<file path="src/mtft_pkg.sv">
// Shared types and constants of the multi-turn motor feedback tracker.
package mtft_pkg;

    localparam int HALF_TURN      = 4096;
    localparam int FULL_TURN      = 8192;
    localparam int ANGLE_LSB_MULT = 45;
    // speed / 100 as (|speed| * 5243) >> 19, exact for |speed| <= 43690
    localparam int SPEED_RECIP    = 5243;
    localparam int SPEED_SHIFT    = 19;

    localparam int ANGLE_W = 13;
    localparam int ERR_W   = 14;
    localparam int REL_W   = 19;
    localparam int TURNS_W = 32;
    localparam int SPEED_W = 16;
    localparam int SPD_W   = 10;
    localparam int CURR_W  = 16;
    localparam int TEMP_W  = 8;

    typedef enum logic [1:0] {
        TURN_HOLD,
        TURN_UP,
        TURN_DOWN
    } t_turn_op;

    // word handed from the front to the back
    typedef struct packed {
        t_turn_op                   turn_op;
        logic signed [ERR_W-1:0]    err;
        logic        [ANGLE_W-1:0]  angle;
        logic signed [SPD_W-1:0]    spd;
        logic signed [CURR_W-1:0]   current;
        logic        [TEMP_W-1:0]   coil;
        logic        [TEMP_W-1:0]   mos;
    } t_job;

    // result word
    typedef struct packed {
        logic signed [REL_W-1:0]    rel;
        logic signed [TURNS_W-1:0]  turns;
        logic signed [TURNS_W-1:0]  multi;
        logic signed [SPD_W-1:0]    spd;
        logic signed [CURR_W-1:0]   current;
        logic        [TEMP_W-1:0]   coil;
        logic        [TEMP_W-1:0]   mos;
    } t_result;

    // handshake state of a queue as seen by its neighbour
    typedef struct packed {
        logic full;
        logic empty;
    } t_q_stat;

endpackage

</file>
<file path="src/mtft_fifo.sv">
// Small first-word-fall-through queue of words.
module mtft_fifo #(
    parameter int DATA_W = 8,
    parameter int DEPTH  = 2
) (
    input  logic              i_clk,
    input  logic              i_rst_n,
    input  logic              i_push,
    input  logic [DATA_W-1:0] i_data,
    input  logic              i_pop,
    output logic [DATA_W-1:0] o_data,
    output mtft_pkg::t_q_stat o_stat
);

    localparam int PTR_W   = (DEPTH > 1) ? $clog2(DEPTH) : 1;
    localparam int COUNT_W = $clog2(DEPTH + 1);

    logic [DATA_W-1:0]  r_mem [DEPTH];
    logic [PTR_W-1:0]   r_wr_ptr, n_wr_ptr;
    logic [PTR_W-1:0]   r_rd_ptr, n_rd_ptr;
    logic [COUNT_W-1:0] r_count, n_count;
    logic               do_push, do_pop;

    assign o_stat.full  = (r_count == COUNT_W'(DEPTH));
    assign o_stat.empty = (r_count == '0);
    assign do_push      = i_push && !o_stat.full;
    assign do_pop       = i_pop && !o_stat.empty;
    assign o_data       = r_mem[r_rd_ptr];

    always_comb begin
        n_wr_ptr = r_wr_ptr;
        n_rd_ptr = r_rd_ptr;
        n_count  = r_count;
        if (do_push) begin
            n_wr_ptr = (r_wr_ptr == PTR_W'(DEPTH - 1)) ? '0 : r_wr_ptr + PTR_W'(1);
        end
        if (do_pop) begin
            n_rd_ptr = (r_rd_ptr == PTR_W'(DEPTH - 1)) ? '0 : r_rd_ptr + PTR_W'(1);
        end
        if (do_push && !do_pop) begin
            n_count = r_count + COUNT_W'(1);
        end else if (do_pop && !do_push) begin
            n_count = r_count - COUNT_W'(1);
        end
    end

    always_ff @(posedge i_clk) begin
        if (!i_rst_n) begin
            r_wr_ptr <= '0;
            r_rd_ptr <= '0;
            r_count  <= '0;
        end else begin
            r_wr_ptr <= n_wr_ptr;
            r_rd_ptr <= n_rd_ptr;
            r_count  <= n_count;
        end
    end

    always_ff @(posedge i_clk) begin
        if (do_push) begin
            r_mem[r_wr_ptr] <= i_data;
        end
    end

endmodule

</file>
<file path="src/mtft_front.sv">
// Front end: takes a feedback frame, classifies the turn step and scales the speed.
module mtft_front (
    input  logic                                i_clk,
    input  logic                                i_rst_n,
    input  logic                                i_cfg_we,
    input  logic [mtft_pkg::ANGLE_W-1:0]        i_cfg_wdata,
    input  logic                                i_accept,
    input  logic [mtft_pkg::ANGLE_W-1:0]        i_encoder_angle,
    input  logic signed [mtft_pkg::SPEED_W-1:0] i_speed_raw,
    input  logic signed [mtft_pkg::CURR_W-1:0]  i_current_raw,
    input  logic [mtft_pkg::TEMP_W-1:0]         i_coil_temp,
    input  logic [mtft_pkg::TEMP_W-1:0]         i_mos_temp,
    output mtft_pkg::t_job                      o_job
);

    localparam int ERR_W = mtft_pkg::ERR_W;
    localparam int MAG_W = mtft_pkg::SPEED_W + 1;
    localparam int PROD_W = MAG_W + 13;
    localparam int SPD_W = mtft_pkg::SPD_W;

    logic [mtft_pkg::ANGLE_W-1:0] r_zero_offset;
    logic [mtft_pkg::ANGLE_W-1:0] r_prev_angle;

    logic signed [ERR_W-1:0] diff, err_raw, err;
    logic [MAG_W-1:0]        spd_ext, mag;
    logic [PROD_W-1:0]       prod;
    logic [SPD_W-1:0]        quot;
    mtft_pkg::t_turn_op      turn_op;

    always_comb begin
        diff    = $signed({1'b0, i_encoder_angle}) - $signed({1'b0, r_prev_angle});
        err_raw = $signed({1'b0, i_encoder_angle}) - $signed({1'b0, r_zero_offset});

        // a wrap past zero shows as a jump of more than half a turn
        if (diff < -mtft_pkg::HALF_TURN) begin
            turn_op = mtft_pkg::TURN_UP;
        end else if (diff > mtft_pkg::HALF_TURN) begin
            turn_op = mtft_pkg::TURN_DOWN;
        end else begin
            turn_op = mtft_pkg::TURN_HOLD;
        end

        if (err_raw > mtft_pkg::HALF_TURN) begin
            err = err_raw - ERR_W'(mtft_pkg::FULL_TURN);
        end else if (err_raw < -mtft_pkg::HALF_TURN) begin
            err = err_raw + ERR_W'(mtft_pkg::FULL_TURN);
        end else begin
            err = err_raw;
        end

        // divide the magnitude, then restore the sign: truncates toward zero
        spd_ext = {i_speed_raw[mtft_pkg::SPEED_W-1], i_speed_raw};
        mag     = i_speed_raw[mtft_pkg::SPEED_W-1] ? (~spd_ext + MAG_W'(1)) : spd_ext;
        prod    = PROD_W'(mag) * PROD_W'(mtft_pkg::SPEED_RECIP);
        quot    = prod[mtft_pkg::SPEED_SHIFT +: SPD_W];

        o_job.turn_op = turn_op;
        o_job.err     = err;
        o_job.angle   = i_encoder_angle;
        o_job.spd     = i_speed_raw[mtft_pkg::SPEED_W-1] ? $signed(~quot + SPD_W'(1))
                                                         : $signed(quot);
        o_job.current = i_current_raw;
        o_job.coil    = i_coil_temp;
        o_job.mos     = i_mos_temp;
    end

    always_ff @(posedge i_clk) begin
        if (!i_rst_n) begin
            r_zero_offset <= '0;
            r_prev_angle  <= '0;
        end else begin
            if (i_cfg_we) begin
                r_zero_offset <= i_cfg_wdata;
            end
            if (i_accept) begin
                r_prev_angle <= i_encoder_angle;
            end
        end
    end

endmodule

</file>
<file path="src/mtft_back.sv">
// Back end: applies the turn step and builds the result word.
module mtft_back (
    input  logic              i_clk,
    input  logic              i_rst_n,
    input  mtft_pkg::t_job    i_job,
    input  mtft_pkg::t_q_stat i_job_stat,
    input  mtft_pkg::t_q_stat i_res_stat,
    output logic              o_job_pop,
    output logic              o_res_push,
    output mtft_pkg::t_result o_result
);

    localparam int TURNS_W = mtft_pkg::TURNS_W;
    localparam int REL_W   = mtft_pkg::REL_W;
    localparam int ERR_W   = mtft_pkg::ERR_W;

    logic signed [TURNS_W-1:0] r_turns, n_turns;
    logic signed [REL_W-1:0]   err_ext;
    logic                      advance;

    assign advance    = !i_job_stat.empty && !i_res_stat.full;
    assign o_job_pop  = advance;
    assign o_res_push = advance;

    always_comb begin
        case (i_job.turn_op)
            mtft_pkg::TURN_UP:   n_turns = r_turns + TURNS_W'(1);
            mtft_pkg::TURN_DOWN: n_turns = r_turns - TURNS_W'(1);
            default:             n_turns = r_turns;
        endcase
    end

    always_comb begin
        err_ext = $signed({{(REL_W - ERR_W){i_job.err[ERR_W-1]}}, i_job.err});

        o_result.rel     = REL_W'(err_ext * REL_W'(mtft_pkg::ANGLE_LSB_MULT));
        o_result.turns   = n_turns;
        // turns * 8192 + angle is a plain concatenation, angle being below 8192
        o_result.multi   = $signed({n_turns[TURNS_W-mtft_pkg::ANGLE_W-1:0], i_job.angle});
        o_result.spd     = i_job.spd;
        o_result.current = i_job.current;
        o_result.coil    = i_job.coil;
        o_result.mos     = i_job.mos;
    end

    always_ff @(posedge i_clk) begin
        if (!i_rst_n) begin
            r_turns <= '0;
        end else if (advance) begin
            r_turns <= n_turns;
        end
    end

endmodule

</file>
<file path="src/multi_turn_motor_feedback_tracker_unit.sv">
// Top level of the multi-turn motor feedback tracker.
//
//  channel  | handshake           | word
//  ---------+---------------------+-------------------------------------------
//  frame in | push / full         | encoder angle, speed, current, temps
//  result   | empty / pop         | rel. angle, turns, multi-turn, speed/100 ..
//  config   | i_cfg_we            | zero offset (13 bit)
//
// One frame a cycle sustained while the result side keeps popping; a pushed frame
// reaches the result ports through the registered job queue and the result queue.
// Reset is synchronous and clears the offset, previous angle, turn count and queues.
// A stalled result side fills the result queue, then the job queue, then raises full.
module multi_turn_motor_feedback_tracker_unit #(
    parameter int JOB_DEPTH = 4,
    parameter int RES_DEPTH = 2
) (
    input  logic                                i_clk,
    input  logic                                i_rst_n,
    input  logic                                i_cfg_we,
    input  logic [mtft_pkg::ANGLE_W-1:0]        i_cfg_wdata,
    input  logic                                push,
    output logic                                full,
    input  logic [mtft_pkg::ANGLE_W-1:0]        i_encoder_angle,
    input  logic signed [mtft_pkg::SPEED_W-1:0] i_speed_raw,
    input  logic signed [mtft_pkg::CURR_W-1:0]  i_current_raw,
    input  logic [mtft_pkg::TEMP_W-1:0]         i_coil_temp,
    input  logic [mtft_pkg::TEMP_W-1:0]         i_mos_temp,
    output logic                                empty,
    input  logic                                pop,
    output logic signed [mtft_pkg::REL_W-1:0]   o_relative_angle,
    output logic signed [mtft_pkg::TURNS_W-1:0] o_turn_count,
    output logic signed [mtft_pkg::TURNS_W-1:0] o_multi_turn_angle,
    output logic signed [mtft_pkg::SPD_W-1:0]   o_speed_scaled,
    output logic signed [mtft_pkg::CURR_W-1:0]  o_current_out,
    output logic [mtft_pkg::TEMP_W-1:0]         o_coil_temp_out,
    output logic [mtft_pkg::TEMP_W-1:0]         o_mos_temp_out
);

    localparam int JOB_W = $bits(mtft_pkg::t_job);
    localparam int RES_W = $bits(mtft_pkg::t_result);

    mtft_pkg::t_job    front_job, back_job;
    mtft_pkg::t_result back_result, head_result;
    mtft_pkg::t_q_stat job_stat, res_stat;
    logic              accept, job_pop, res_push;
    logic [JOB_W-1:0]  job_rd;
    logic [RES_W-1:0]  res_rd;

    assign full   = job_stat.full;
    assign empty  = res_stat.empty;
    assign accept = push && !job_stat.full;

    mtft_front u_front (
        .i_clk           (i_clk),
        .i_rst_n         (i_rst_n),
        .i_cfg_we        (i_cfg_we),
        .i_cfg_wdata     (i_cfg_wdata),
        .i_accept        (accept),
        .i_encoder_angle (i_encoder_angle),
        .i_speed_raw     (i_speed_raw),
        .i_current_raw   (i_current_raw),
        .i_coil_temp     (i_coil_temp),
        .i_mos_temp      (i_mos_temp),
        .o_job           (front_job)
    );

    mtft_fifo #(
        .DATA_W (JOB_W),
        .DEPTH  (JOB_DEPTH)
    ) u_job_q (
        .i_clk   (i_clk),
        .i_rst_n (i_rst_n),
        .i_push  (accept),
        .i_data  (front_job),
        .i_pop   (job_pop),
        .o_data  (job_rd),
        .o_stat  (job_stat)
    );

    assign back_job = mtft_pkg::t_job'(job_rd);

    mtft_back u_back (
        .i_clk      (i_clk),
        .i_rst_n    (i_rst_n),
        .i_job      (back_job),
        .i_job_stat (job_stat),
        .i_res_stat (res_stat),
        .o_job_pop  (job_pop),
        .o_res_push (res_push),
        .o_result   (back_result)
    );

    mtft_fifo #(
        .DATA_W (RES_W),
        .DEPTH  (RES_DEPTH)
    ) u_res_q (
        .i_clk   (i_clk),
        .i_rst_n (i_rst_n),
        .i_push  (res_push),
        .i_data  (back_result),
        .i_pop   (pop),
        .o_data  (res_rd),
        .o_stat  (res_stat)
    );

    assign head_result        = mtft_pkg::t_result'(res_rd);
    assign o_relative_angle   = head_result.rel;
    assign o_turn_count       = head_result.turns;
    assign o_multi_turn_angle = head_result.multi;
    assign o_speed_scaled     = head_result.spd;
    assign o_current_out      = head_result.current;
    assign o_coil_temp_out    = head_result.coil;
    assign o_mos_temp_out     = head_result.mos;

endmodule

</file>
<file path="config.mk">
export PLATFORM = sky130hd
export DESIGN_NAME = multi_turn_motor_feedback_tracker_unit
export DESIGN_NICKNAME = d
export VERILOG_FILES = /design/src/mtft_pkg.sv /design/src/mtft_fifo.sv /design/src/mtft_front.sv /design/src/mtft_back.sv /design/src/multi_turn_motor_feedback_tracker_unit.sv
export SDC_FILE = /design/constraint.sdc
export NUM_CORES = 1
export LEC_CHECK = 0
export BUFFER_PORTS_ARGS = -buffer_cell sky130_fd_sc_hd__buf_2
export CAP_MARGIN = 20
export CORE_UTILIZATION = 61
export DETAILED_ROUTE_END_ITERATION = 8
export PLACE_DENSITY = 0.8
export SLEW_MARGIN = 20
export SYNTH_ARGS = -nofsm -noshare
export SYNTH_HDL_FRONTEND = slang
export SYNTH_SLANG_ARGS = --single-unit
</file>
<file path="constraint.sdc">
create_clock -name i_clk -period 9.1 [get_ports i_clk]
set_clock_uncertainty 0.2 [all_clocks]
set_input_delay 0 -clock i_clk [delete_from_list [all_inputs] [get_ports i_clk]]
set_output_delay 0 -clock i_clk [all_outputs]
set_load 0.01 [all_outputs]
</file>
# --- Word level (Yosys, flattened, before mapping) ---
# Memory sizes are Yosys's and may differ from the RTL's. A register that Yosys moved wholly into a read port is not among the register bits.
# Cells that the tools add are included.
word_totals:
  ff_bits: 69
  ram_bits: 534
  inputBits: 79
  out_inout_bits: 127
  word_cells: 86
  memories: 2
classes:
  n_addsub: 16
  n_mul: 2
  magnitude_cmp: 4
  eq_ne: 6
  n_mux: 23
  bitwise_logic: 2
  n_reduce_logical: 22
mem_list:
  columns: ["memory", "depth", "width", "read_ports", "rd_ports_with_merged_regs", "wr", "line", "source"]
  rows:
  - ["u_job_q.r_mem", 4, 71, 1, 1, 1, "mtft_fifo.sv:18", "logic [DATA_W-1:0] r_mem [DEPTH];"]
  - ["u_res_q.r_mem", 2, 125, 1, 1, 1, "mtft_fifo.sv:18", null]
ops:
  columns: ["operator", "count"]
  rows:
  - ["$pmux W32 S2", 1]
  - ["$add A32 B2 Y32 const B", 1]
  - ["$sub A32 B2 Y32 const B", 1]
  - ["$mul A17 B13 Y29 const B", 1]
  - ["$gt A14 B14 Y1 const B", 2]
  - ["$lt A14 B13 Y1 const B", 2]
  - ["$mux W14", 2]
  - ["$sub A13 B13 Y14", 2]
  - ["$mul A14 B7 Y19 const B", 1]
  - ["$add A17 B1 Y17 const B", 1]
  - ["$mux W17", 1]
  - ["$not A17 Y17", 1]
  - ["$mux W2", 8]
  - ["$add A14 B14 Y14 const B", 1]
  - ["$sub A14 B14 Y14 const B", 1]
  - ["$add A10 B1 Y10 const B", 1]
  - ["$logic_and A1 B1 Y1", 10]
  - ["$mux W10", 1]
  - ["$not A10 Y10", 1]
  - ["$eq A2 B2 Y1 const B", 4]
  - ["$logic_not A1 Y1", 8]
  - ["$mux W1", 8]
  - ["$add A2 B1 Y2 const B", 3]
  - ["$mux W3", 2]
  - ["9 further kinds", 11]

# --- Logic depth before layout (Yosys ltp) ---
depth:
  depth_word: 8
  depth_mapped: 30
  depth_no_buf: 30

# --- Modules after synthesis ---
# From an unflattened synthesis, not the netlist that was laid out.
unflattened:
  cells_unflattened: 2379
  area_unflattened_um2: 32936.6
modules_own_cells:
  columns: ["module", "n_inst", "cells_each", "area_per_inst_um2", "seq_area_each_um2"]
  rows:
  - ["mtft_fifo at u_job_q", 1, 422, 10801.6, 8708.4]
  - ["mtft_fifo at u_res_q", 1, 414, 9450.3, 7607.3]
  - ["mtft_front", 1, 856, 7260.7, 520.5]
  - ["mtft_back", 1, 686, 5410.2, 640.6]
  - ["multi_turn_motor_feedback_tracker_unit", 1, 1, 13.8, 0.0]

# --- Worst setup path before layout ---
# OpenSTA, ideal clock, no wires.
synth_path:
  path_type: "input port to flip-flop"
  start: "input port i_speed_raw[3] in the netlist's numbering"
  end: "memory u_job_q.r_mem[0][40] in the netlist's numbering, data pin"
  setup_ns: 0.276
  t_arrival_ns: 6.774
  t_required_ns: 8.624
  slack_ns: 1.850
  stages: 24
  path_buffers: 0
  path_cell_list: "nor3_1 > nand3_1 > or4_1 > or4_1 > o31ai_1 > xor2_1 > inv_1 > ha_1 > fa_1 > fa_1 > fa_1 > inv_1 > fa_1 > inv_1 > ha_1 > and3_1 > a221oi_2 > o2111ai_2 > a311o_1 > a41oi_2 > nand2b_1 > xor2_1 > o41ai_2 > xnor2_1"
synth_rtl:
  columns: ["item", "line", "source"]
  rows:
  - ["start: declaration", "multi_turn_motor_feedback_tracker_unit.sv:24", "input logic signed [mtft_pkg::SPEED_W-1:0] i_speed_raw,"]
  - ["end: declaration", "mtft_fifo.sv:18", null]

==> impl_results.md <==
- Status: finished clean
- R2r endpoint: u_res_q.r_mem[1][104]$_DFFE_PP_
- Clock sinks: 568
- Final Hold Viols: 0
- Max stage delay on crit path: 0.55 ns
- Post-CTS Hold Buffers: 111
- Post-Syn Area: 30,400 um^2
- Actual slew at the worst max-slew pin: 1.03 ns
- Die X: 225 um
- Critical path peak fanout: 5
- Clock Latency Late Sink: 0.63 ns
- DRC Markers: 0
- First-pass GRT wire length: about 100,000 um
- Most frequent cells in the layout: 496 x edfxtp_1, 278 x inv_1, 217 x ha_1
- Final net count: between 2,000 and 3,000
- Clk buf depth: 3
- Post-synthesis sequential area ratio: 0.538
- Metal2 WL: 34,900 um
- Row cnt: 81
- DRT Pass-1 Iters: 5
- Depth of the worst hold-timing path: 4
- Hold EP: u_front.r_prev_angle[0]$_SDFFE_PN0P_
- Pre-CTS setup slack: ~0.86 ns
- Async S/R FF share, synth: 0
- M1 WL: around 27,000 um
- Clk root buf: clkbuf_16
- Top_reg_cell synth: edfxtp_1
- Clock slew at reported path FFs: 0.06 ns
- Post-Layout Cell Count: 3,271
- Critical path type: input pin to register
- Initial antenna violation count: 5
- Worst Path Buf+Inv: 4
- Final setup viols: 0
- H-tree Lvls: 2
- Met3 WL: 3270 um
- Crit path time final: approximately 7.7 ns
- Req. time, crit path: 9.30 ns
- CTS tree: yes
- Part of the cycle the worst path needs: 0.843
- Wire per inst: 20.5 um
- Post-CTS Resized: 0
- Hold_sp: push
- Hold WC Path Type: input pin to register
- Starting DRC count in detailed routing: 1,170
- Routed vias: 19,000
- Fill cells: 3,226
- Post-DP HPWL: ~43,000 um
- RSZ-0062 raised after global routing: false
- Syn Area/Cell: between 10 and 15 um^2
- CP top delay family: adder cells
- RePlAce Congestion: between 0.8 and 0.9
- Slew Viols, Final: 0
- WL final: 67,200 um
- Flops & latches, synth: between 500 and 600
- Largest net degree at the start of global routing: 65
- Number of global-route vias before repair: 19,700
- Layout Area Growth over Synthesis: 15.2%
- Post-synth EDFFs: ~500
- Worst slew margin: 0.316
- Starting Density: 0.619
- Highest routed layer: met5
- TNS Setup: 0 ns
- Area of the die: 50,700 um^2
- MaxCap Viol Count: 0
- # placed instances: 3,059
- CTS Buf Count: 54
- Num ports: slightly above 200
- Slowest-stage cell, CP: fa_1
- Post-Syn Instances: 2,255
- Grt ovf: 0
- Setup slack, reg-to-reg: roughly 3.3 ns
- Core Region: 49,100 um^2
- R2R depth: 14
- Setup ws final: 1.43 ns
- Fraction of layout instances using a drive strength above 1: 0.197
- Die height: about 230 um
- Most common cell after layout, fill and taps aside: edfxtp_1
- Crit. End Element: register
- Synth cell types: 77
- Startpoint Class: input pin
- Vias per cell: 5.81
- Setup bufs post-CTS: 0
- GRT Total Usage: 0.269
- Top cell by count, worst path: fa_1
- Syn. warnings: 0
- Routed Antenna Nets: 0
- Max Clock Freq: 130 MHz
- Data arrival, critical path: 7.87 ns
- Port buffer count: just over 200
[Yosys cell counts (all sizes together), types with 31 or more instances]
master	instances	share of area
clkbuf	53	0.0066
buf	31	0.0062
mux4	71	0.053
mux2	109	0.040
xnor2	53	0.015
nor2	96	0.012
inv	280	0.035
dfxtp	72	0.047
nor3	35	0.0058
ha	218	0.090
a21oi	83	0.014
edfxtp	496	0.49
nand2	126	0.016
xor2	38	0.011
nand3	35	0.0058
fa	103	0.068
o21ai	82	0.014
[tightest hold or removal path: stages]
cell and delay (ns):
buf_2 0.12, nand2b_1 0.43, nand2_1 0.20, a21oi_1 0.05
[state kept, by name (all words and copies together), names as in the netlist, named ones only]
| register | cells |
|---|---|
| u_res_q.r_mem | 212 |
| u_res_q.r_wr_ptr | 1 |
| u_job_q.r_mem | 284 |
| u_front.r_prev_angle | 13 |
| u_res_q.r_count | 2 |
| u_job_q.r_wr_ptr | 2 |
| u_front.r_zero_offset | 13 |
| u_res_q.r_rd_ptr | 1 |
| u_job_q.r_rd_ptr | 2 |
| u_back.r_turns | 32 |
| u_job_q.r_count | 3 |
[how the worst max path moves through the flow]
stage | start | endpoint | slack [ns] | depth (start not counted)
3_5_place_dp | i_speed_raw[3] | u_job_q.r_mem[3][41]$_DFFE_PP_ | 0.86 | 25
6_report | i_speed_raw[3] | u_job_q.r_mem[1][41]$_DFFE_PP_ | 1.43 | 25
2_1_floorplan | i_speed_raw[3] | u_job_q.r_mem[0][40]$_DFFE_PP_ | 1.85 | 24
3_3_place_gp | i_speed_raw[3] | u_job_q.r_mem[2][40]$_DFFE_PP_ | 1.23 | 25
4_1_cts | i_speed_raw[3] | u_job_q.r_mem[1][41]$_DFFE_PP_ | 1.49 | 25
5_1_grt | i_speed_raw[3] | u_job_q.r_mem[1][41]$_DFFE_PP_ | 0.93 | 25
[cells by family (layout without fill, tap and decap cells)]
logic type,after synthesis,count (layout),synth area share
buffers and inverters,366,711,0.0476
DFF,568,568,0.538
and+or+nand+nor,384,384,0.0597
AOI/OAI and AO/OA,320,320,0.0696
xor gates and xnor gates,91,91,0.0265
adders and majority gates,321,321,0.158
other,2,9,0.000247
muxes,203,203,0.101
[layout make-up]
type,count,area (um^2),share of cell area
Antenna cell,2,5.00,0.000143
Clock buffer,73,1470,0.0421
Clock inverter,26,385,0.0110
Inverter,282,1060,0.0303
Multi-Input combinational cell,1326,12600,0.361
Sequential cell,568,16300,0.467
Tap cell,664,831,0.0237
Timing Repair Buffer,330,2240,0.0641
[stage by stage]
stage               instance area, um^2  utilization  hold WS (ns)
finish                            35000        0.713        0.0379
global route                      35000        0.713        0.0310
CTS                               35000        0.713       0.00580
detailed placement                32000        0.653        0.0151
global placement                  32000        0.653       0.00944
floorplan                         30400            -        -0.101
[per-layer routing]
metal	vias up	global-route usage
li1	8759	-
met1	9489	0.328
met2	607	0.481
met3	154	0.0424
met4	6	0.102
met5	-	0
Power is not shown: default switching activity piles up to over one toggle a cycle in this logic, so the estimate is an artifact.
